**src/rtl/core/ddq_pkg.sv**
```systemverilog
// Package for the double-ended queue: item and result struct types,
// opcode and status codes, default depth. Depends on nothing.
`default_nettype none

package ddq_pkg;

    localparam int DEFAULT_MAX_ELEMENTS = 32;
    localparam int VALUE_W              = 32;
    localparam int OPCODE_W             = 3;
    localparam int STATUS_W             = 2;

    localparam logic [OPCODE_W-1:0] OP_PUSH_FRONT = 3'd0;
    localparam logic [OPCODE_W-1:0] OP_PUSH_BACK  = 3'd1;
    localparam logic [OPCODE_W-1:0] OP_POP_FRONT  = 3'd2;
    localparam logic [OPCODE_W-1:0] OP_POP_BACK   = 3'd3;
    localparam logic [OPCODE_W-1:0] OP_TRAVERSE   = 3'd4;
    localparam logic [OPCODE_W-1:0] OP_RESTART    = 3'd5;

    localparam logic [STATUS_W-1:0] STATUS_OK    = 2'd0;
    localparam logic [STATUS_W-1:0] STATUS_EMPTY = 2'd1;
    localparam logic [STATUS_W-1:0] STATUS_FULL  = 2'd2;

    typedef struct packed {
        logic [OPCODE_W-1:0]       opcode;
        logic signed [VALUE_W-1:0] item_value;
    } cmd_t;

    typedef struct packed {
        logic signed [VALUE_W-1:0] element_value;
        logic [STATUS_W-1:0]       status;
        logic                      last_of_run;
    } result_t;

endpackage : ddq_pkg

`default_nettype wire

```
**src/rtl/core/double_ended_queue_top.sv**
```systemverilog
// Top level of the double-ended queue: front pointer, count, traverse
// sequencer and result register. Depends on ddq_pkg and ddq_store.
`default_nettype none

// Bounded deque of signed 32-bit values in a ring store of MAX_ELEMENTS
// entries. An item is taken when start is high and busy is low. Every item
// gives its first result in the cycle after it is taken, with result_valid high
// for exactly one cycle per result; the receiver cannot stall, so results
// must be taken as they appear. Push, pop, restart and unused opcodes give
// one result and the next item may be taken in the following cycle.
// Traverse of a list of n elements gives n results back to back and holds
// busy high until the last element has been read, since the store has
// one read port and each element is one read. Traverse of an empty list
// gives one result with status empty. No clearing pass follows reset.
module double_ended_queue_top #(
    parameter int MAX_ELEMENTS = ddq_pkg::DEFAULT_MAX_ELEMENTS
) (
    input  wire logic             clk,
    input  wire logic             rst_n,
    input  wire logic             start,
    output logic                  busy,
    input  wire ddq_pkg::cmd_t    cmd,
    output logic                  result_valid,
    output ddq_pkg::result_t      result
);
    import ddq_pkg::*;

    localparam int IW = $clog2(MAX_ELEMENTS);
    localparam int CW = $clog2(MAX_ELEMENTS + 1);

    localparam logic [IW-1:0] LAST_IDX  = IW'(MAX_ELEMENTS - 1);
    localparam logic [CW-1:0] FULL_CNT  = CW'(MAX_ELEMENTS);
    localparam logic [CW:0]   DEPTH_EXT = (CW + 1)'(MAX_ELEMENTS);

    typedef enum logic [1:0] {
        ST_IDLE = 2'b01,
        ST_TRAV = 2'b10
    } state_t;

    state_t             state_reg, state_next;
    logic [IW-1:0]      front_reg, front_next;
    logic [CW-1:0]      count_reg, count_next;
    logic [IW-1:0]      trav_ptr_reg, trav_ptr_next;
    logic [CW-1:0]      trav_idx_reg, trav_idx_next;

    logic               res_valid_reg, res_valid_next;
    logic               res_mem_reg, res_mem_next;
    logic [STATUS_W-1:0] res_status_reg, res_status_next;
    logic               res_last_reg, res_last_next;

    logic               wr_en;
    logic [IW-1:0]      wr_addr;
    logic               rd_en;
    logic [IW-1:0]      rd_addr;
    logic [VALUE_W-1:0] rd_data;

    logic               accept;
    logic               is_full;
    logic               is_empty;
    logic [IW-1:0]      front_inc;
    logic [IW-1:0]      front_dec;
    logic [IW-1:0]      trav_ptr_inc;
    logic [CW:0]        back_sum;
    logic [IW-1:0]      back_addr;
    logic [CW-1:0]      trav_idx_inc;

    ddq_store #(
        .DEPTH (MAX_ELEMENTS),
        .AW    (IW)
    ) u_store (
        .clk     (clk),
        .wr_en   (wr_en),
        .wr_addr (wr_addr),
        .wr_data (cmd.item_value),
        .rd_en   (rd_en),
        .rd_addr (rd_addr),
        .rd_data (rd_data)
    );

    assign busy     = (state_reg == ST_TRAV);
    assign accept   = start && !busy;
    assign is_full  = (count_reg >= FULL_CNT);
    assign is_empty = (count_reg == '0);

    assign front_inc    = (front_reg == LAST_IDX) ? '0 : front_reg + 1'b1;
    assign front_dec    = (front_reg == '0) ? LAST_IDX : front_reg - 1'b1;
    assign trav_ptr_inc = (trav_ptr_reg == LAST_IDX) ? '0 : trav_ptr_reg + 1'b1;
    assign trav_idx_inc = trav_idx_reg + 1'b1;

    // front + count stays below twice the depth: one compare and subtract
    assign back_sum  = {{(CW + 1 - IW){1'b0}}, front_reg} + {1'b0, count_reg};
    assign back_addr = (back_sum >= DEPTH_EXT) ? IW'(back_sum - DEPTH_EXT)
                                               : IW'(back_sum);

    always_comb
    begin
        state_next      = state_reg;
        front_next      = front_reg;
        count_next      = count_reg;
        trav_ptr_next   = trav_ptr_reg;
        trav_idx_next   = trav_idx_reg;
        res_valid_next  = 1'b0;
        res_mem_next    = 1'b0;
        res_status_next = res_status_reg;
        res_last_next   = res_last_reg;
        wr_en           = 1'b0;
        wr_addr         = front_reg;
        rd_en           = 1'b0;
        rd_addr         = front_reg;

        case (state_reg)
            ST_IDLE:
            begin
                if (accept)
                begin
                    res_valid_next  = 1'b1;
                    res_status_next = STATUS_OK;
                    res_last_next   = 1'b1;
                    case (cmd.opcode)
                        OP_PUSH_FRONT:
                        begin
                            if (is_full)
                            begin
                                res_status_next = STATUS_FULL;
                            end
                            else
                            begin
                                front_next = front_dec;
                                wr_en      = 1'b1;
                                wr_addr    = front_dec;
                                count_next = count_reg + 1'b1;
                            end
                        end
                        OP_PUSH_BACK:
                        begin
                            if (is_full)
                            begin
                                res_status_next = STATUS_FULL;
                            end
                            else
                            begin
                                wr_en      = 1'b1;
                                wr_addr    = back_addr;
                                count_next = count_reg + 1'b1;
                            end
                        end
                        OP_POP_FRONT:
                        begin
                            if (is_empty)
                            begin
                                res_status_next = STATUS_EMPTY;
                            end
                            else
                            begin
                                front_next = front_inc;
                                count_next = count_reg - 1'b1;
                            end
                        end
                        OP_POP_BACK:
                        begin
                            if (is_empty)
                            begin
                                res_status_next = STATUS_EMPTY;
                            end
                            else
                            begin
                                count_next = count_reg - 1'b1;
                            end
                        end
                        OP_TRAVERSE:
                        begin
                            if (is_empty)
                            begin
                                res_status_next = STATUS_EMPTY;
                            end
                            else
                            begin
                                // read the front now, walk the rest one entry a cycle
                                rd_en         = 1'b1;
                                rd_addr       = front_reg;
                                res_mem_next  = 1'b1;
                                res_last_next = (count_reg == CW'(1));
                                trav_ptr_next = front_inc;
                                trav_idx_next = CW'(1);
                                if (count_reg != CW'(1))
                                begin
                                    state_next = ST_TRAV;
                                end
                            end
                        end
                        OP_RESTART:
                        begin
                            front_next = '0;
                            wr_en      = 1'b1;
                            wr_addr    = '0;
                            count_next = CW'(1);
                        end
                        default:
                        begin
                            res_status_next = STATUS_OK;
                        end
                    endcase
                end
            end
            ST_TRAV:
            begin
                rd_en           = 1'b1;
                rd_addr         = trav_ptr_reg;
                res_valid_next  = 1'b1;
                res_mem_next    = 1'b1;
                res_status_next = STATUS_OK;
                res_last_next   = (trav_idx_inc == count_reg);
                trav_ptr_next   = trav_ptr_inc;
                trav_idx_next   = trav_idx_inc;
                if (trav_idx_inc == count_reg)
                begin
                    state_next = ST_IDLE;
                end
            end
            default:
            begin
                state_next = ST_IDLE;
            end
        endcase
    end

    always_ff @(posedge clk or negedge rst_n)
    begin
        if (!rst_n)
        begin
            state_reg     <= ST_IDLE;
            front_reg     <= '0;
            count_reg     <= '0;
            trav_ptr_reg  <= '0;
            trav_idx_reg  <= '0;
            res_valid_reg <= 1'b0;
            res_mem_reg   <= 1'b0;
        end
        else
        begin
            state_reg     <= state_next;
            front_reg     <= front_next;
            count_reg     <= count_next;
            trav_ptr_reg  <= trav_ptr_next;
            trav_idx_reg  <= trav_idx_next;
            res_valid_reg <= res_valid_next;
            res_mem_reg   <= res_mem_next;
        end
    end

    always_ff @(posedge clk)
    begin
        res_status_reg <= res_status_next;
        res_last_reg   <= res_last_next;
    end

    assign result_valid         = res_valid_reg;
    assign result.element_value = res_mem_reg ? rd_data : '0;
    assign result.status        = res_status_reg;
    assign result.last_of_run   = res_last_reg;

endmodule : double_ended_queue_top

`default_nettype wire

```
**src/rtl/core/ddq_store.sv**
```systemverilog
// Element store of the double-ended queue: one write port, one read port,
// registered read data. Depends on ddq_pkg for the value width.
`default_nettype none

module ddq_store #(
    parameter int DEPTH = ddq_pkg::DEFAULT_MAX_ELEMENTS,
    parameter int AW    = $clog2(DEPTH)
) (
    input  wire logic                          clk,
    input  wire logic                          wr_en,
    input  wire logic [AW-1:0]                 wr_addr,
    input  wire logic [ddq_pkg::VALUE_W-1:0]   wr_data,
    input  wire logic                          rd_en,
    input  wire logic [AW-1:0]                 rd_addr,
    output logic      [ddq_pkg::VALUE_W-1:0]   rd_data
);
    import ddq_pkg::*;

    logic [VALUE_W-1:0] store_mem [DEPTH];
    logic [VALUE_W-1:0] rd_data_reg;

    always_ff @(posedge clk)
    begin
        if (wr_en)
        begin
            store_mem[wr_addr] <= wr_data;
        end
    end

    always_ff @(posedge clk)
    begin
        if (rd_en)
        begin
            rd_data_reg <= store_mem[rd_addr];
        end
    end

    assign rd_data = rd_data_reg;

endmodule : ddq_store

`default_nettype wire
```
**config.mk**
```make
export PLATFORM = sky130hd
export DESIGN_NAME = double_ended_queue_top
export DESIGN_NICKNAME = d
export VERILOG_FILES = /design/src/rtl/core/ddq_pkg.sv /design/src/rtl/core/double_ended_queue_top.sv /design/src/rtl/core/ddq_store.sv
export SDC_FILE = /design/constraint.sdc
export NUM_CORES = 1
export LEC_CHECK = 0
export ABC_AREA = 1
export BUFFER_PORTS_ARGS = -buffer_cell sky130_fd_sc_hd__buf_2
export CORE_ASPECT_RATIO = 0.9
export CORE_MARGIN = 1.5
export CORE_UTILIZATION = 30
export CTS_BUF_LIST = sky130_fd_sc_hd__clkbuf_16
export CTS_CLUSTER_SIZE = 10
export DETAILED_ROUTE_END_ITERATION = 6
export GPL_ROUTABILITY_DRIVEN = 0
export HOLD_SLACK_MARGIN = 0.03
export PLACE_DENSITY = 0.5
export SLEW_MARGIN = 20
export SYNTH_ARGS = -nofsm -noshare
export SYNTH_HDL_FRONTEND = slang
export SYNTH_SLANG_ARGS = --single-unit
```
**constraint.sdc**
```tcl
create_clock -name clk -period 4 [get_ports clk]
set_input_delay 0 -clock clk [delete_from_list [all_inputs] [get_ports clk]]
set_output_delay 0 -clock clk [all_outputs]
set_load 0.02 [all_outputs]
```
==> impl_metrics.py <==
metrics = {
    "placement": {
        "io_buffers": 74,
        "place_area_um2": 49400,
        "placed_cells": 5886,
        "hpwl_mm": 72.9,
        "dp_slack_ns": 0.542,
    },
    "finish": {
        "final_area_um2": 53000,
        "drive_gt1_share_pct": 9.40,
        "fin_cells": 6074,
        "antenna_cells": 0,
        "area_delta_synth_final_pct": 15.4,
        "largest_reg_flops": 1024,
        "layout.nets": 4102,
    },
    "timing": {
        "tightest_slew_ns": 0.810,
        "rsz0062_at_grt": "false",
        "max_freq_ghz": 0.276,
        "min_period_ns": 3.62,
        "worst_clock_skew_ns": 0.0520,
        "max-slew-margin-rel_pct": 46.0,
        "period_share_pct": 90.4,
        "final.setup.tns_ns": 0,
        "fin_ws_ns": 0.382,
        "setup_violations": 0,
        "report.final.slew_viol_count": 0,
        "hold_viol": 0,
    },
    "clock_tree": {
        "ctsLongestPathBuffers": 3,
        "cts_tree": "built",
        "clk_latency_ns": 0.76,
        "cts.clk_slew.worst_paths_ns": 0.06,
        "root_buffer": "clkbuf_16",
        "cts-buffers-inserted": 120,
        "post_cts_resized": 0,
        "cts_sinks": 1085,
        "h-tree-depth": 3,
    },
    "grt": {
        "grt_usage_pct": 17.2,
        "antenna_found_initial": 7,
        "grt_pass1_vias": 28400,
        "grt_max_degree": 102,
        "grt-ovfl-total": 0,
        "grt_pass1_wl_mm": 198,
    },
    "drt": {
        "avgViaCountPerCell": 4.91,
        "detail_route.wl_per_cell_um": 22.3,
        "antenna_left": 0,
        "wl_mm": 136,
        "drt_iter0_markers": 2935,
        "drc": 0,
        "num_vias": 29800,
        "firstDrtPassIters": 6,
    },
    "worst_setup_path": {
        "reg2regPathDepth": 11,
        "criticalPathCategory": "flop to flop",
        "endpoint_kind": "flop",
        "cpPeakStageDelay_ns": 0.54,
        "cp_common_cell": "nand2_1",
        "critPathLaunchType": "flop",
        "cp.required_ns": 4.35,
        "cp_cell_sequence": "inv_1 > ha_1 > inv_4 > nand2_1 > nor2_2 > nand2_2 > nand2_1 > a21boi_0 > nand3_1 > nor2_4 > buf_4",
        "path_buf_inv": 3,
        "critPathTopFamily": "simple AND/OR/NAND/NOR gates",
        "cp.depth": 11,
        "crit_slowest_cell": "dfstp_2",
        "path_max_fanout": 17,
        "cp.arrival_ns": 3.97,
    },
    "synthesis": {
        "syn_inst": 3933,
        "ys_seq_elements": 1085,
        "syn_avg_cell_area_um2": 11.7,
        "synth_edf_count": 1059,
        "yosysSeqAreaShare_pct": 70.6,
        "ys_warn_count": 0,
        "synth_nets": 3987,
        "synth_area_um2": 46000,
        "synthArstFlopShare_pct": 2.40,
        "ys.flop_type": "edfxtp_1",
        "synth_cell_type_count": 40,
    },
    "worst_hold_path": {
        "holdCritPathClass": "input pin to flop",
        "hold_path_depth": 2,
    },
    "job": {
        "drv_cap": 0,
    },
    "floorplanning": {
        "core_area_um2": 152000,
        "ios": 75,
        "rows": 136,
        "start_util_pct": 30.2,
        "die_y_um": 374,
        "die_w_um": 416,
        "dieArea_um2": 156000,
    },
    "status": {
        "status": "completed",
    },
    "power": {
        "leakagePower_nw": 19.8,
        "powerDensity_nw_per_um2": 735,
        "irDropWorstVdd_mv": 0.809,
    },
}
-- per-layer routing --
metal / global-route usage (%) / part of all wire [%]
met1: 25.3 / 48
met2: 26.9 / 45
met3: 2.61 / 5.5
met4: 3.76 / 1.7
met5: 0 / 0.018
-- cell usage after synthesis, types with 4 or more instances --
master    number  share of area (%)
xor2_1         4              0.076
buf_2        126                1.4
o21ai_1       16               0.17
nand2_1      896                7.3
nand2_2        4              0.054
o21ai_0      110                1.2
a31oi_1        5              0.068
ha_1          15               0.41
nor2_1        63               0.51
buf_4         39               0.64
clkbuf_1      58               0.47
inv_1        492                4.0
nand3_1      523                5.7
a21oi_1      112                1.2
buf_1         11              0.090
dfrtp_1       25                1.4
buf_6          4              0.098
edfxtp_1    1059                 69
o22ai_1        9               0.12
nor3_1         5              0.054
inv_2          6              0.049
o211ai_1     322                5.3
-- where the power goes --
group / switching [W] / internal [W]
Clock: 0.00431 / 0.00538
Sequential: 0.000243 / 0.0130
Combinational: 0.0113 / 0.00478
Total: 0.0158 / 0.0232
-- logic make-up (layout without fill, tap and decap cells) --
kind of cell	Yosys count	in the layout	share of synthesized area, %
AO/OA/AOI/OAI	583	583	8.20
XOR/XNOR	7	7	0.133
adder cells (fa/ha/maj)	16	16	0.452
buffers and inverters	737	877	6.75
flip-flops	1085	1085	70.6
AND/OR/NAND/NOR	1505	1505	13.9
-- metrics by stage --
stage / hold WS (ns) / util [%] / power [W]
finish: 0.326 / 34.8 / 0.0390
floorplan: -0.296 / - / 0.0242
detailed placement: 0.0826 / 32.4 / 0.0296
CTS: 0.261 / 34.8 / 0.0394
global route: 0.347 / 34.8 / 0.0414
global placement: 0.0845 / 32.4 / 0.0296
-- layout make-up --
| type | instances | area, um2 |
|---|---|---|
| Fill cell | 15000 | 99400 |
| Sequential cell | 1085 | 32500 |
| Multi-Input combinational cell | 2111 | 10700 |
| Clock buffer | 121 | 3030 |
| Tap cell | 2001 | 2500 |
| Timing Repair Buffer | 231 | 2240 |
| Inverter | 499 | 1890 |
| Clock inverter | 26 | 224 |
-- layout by cell type, fill, tap and decap left out, types with 2 or more instances in the layout --
| master | n |
|---|---|
| inv_6 | 3 |
| clkbuf_16 | 121 |
| a21oi_1 | 112 |
| nor3_1 | 5 |
| nand3b_1 | 2 |
| o2111ai_1 | 2 |
| a31oi_1 | 5 |
| clkinv_16 | 2 |
| o21ai_0 | 109 |
| clkinv_1 | 2 |
| edfxtp_1 | 1059 |
| o21ai_1 | 14 |
| dlygate4sd3_1 | 40 |
| clkinv_2 | 2 |
| xor2_1 | 4 |
| o22ai_1 | 9 |
| nor2_4 | 32 |
| nand2_1 | 896 |
| buf_4 | 70 |
| inv_2 | 5 |
| clkinv_8 | 3 |
| inv_1 | 505 |
| nand4_1 | 3 |
| buf_2 | 74 |
| o211ai_1 | 322 |
| buf_12 | 47 |
| nand3_1 | 523 |
| dfrtp_1 | 24 |
| nor2_2 | 3 |
| o21ai_4 | 4 |
| ha_1 | 15 |
| xnor2_1 | 3 |
| nand2_4 | 2 |
| nor2_1 | 31 |
| nand2_2 | 4 |
-- what timing repair did --
| action | CTS | global route |
|---|---|---|
| setup buffers | 0 | 0 |
| hold buffers | 41 | 0 |
| endpoints found under the hold margin | 1081 | 0 |
-- final timing paths --
path | start | to | slack, ns
setup / recovery | state_reg[0] | u_store.store_mem[14][3] | 0.38
min in group asynchronous | rst_n | state_reg[0] | 0.35
hold reg to reg | state_reg[0] | state_reg[0] | 0.48
hold / removal | cmd[7] | u_store.store_mem[31][7] | 0.33
setup reg to reg | state_reg[0] | u_store.store_mem[14][3] | 0.38
max in group asynchronous | rst_n | res_mem_reg | 3.46
(Power assumes the default switching activity.)
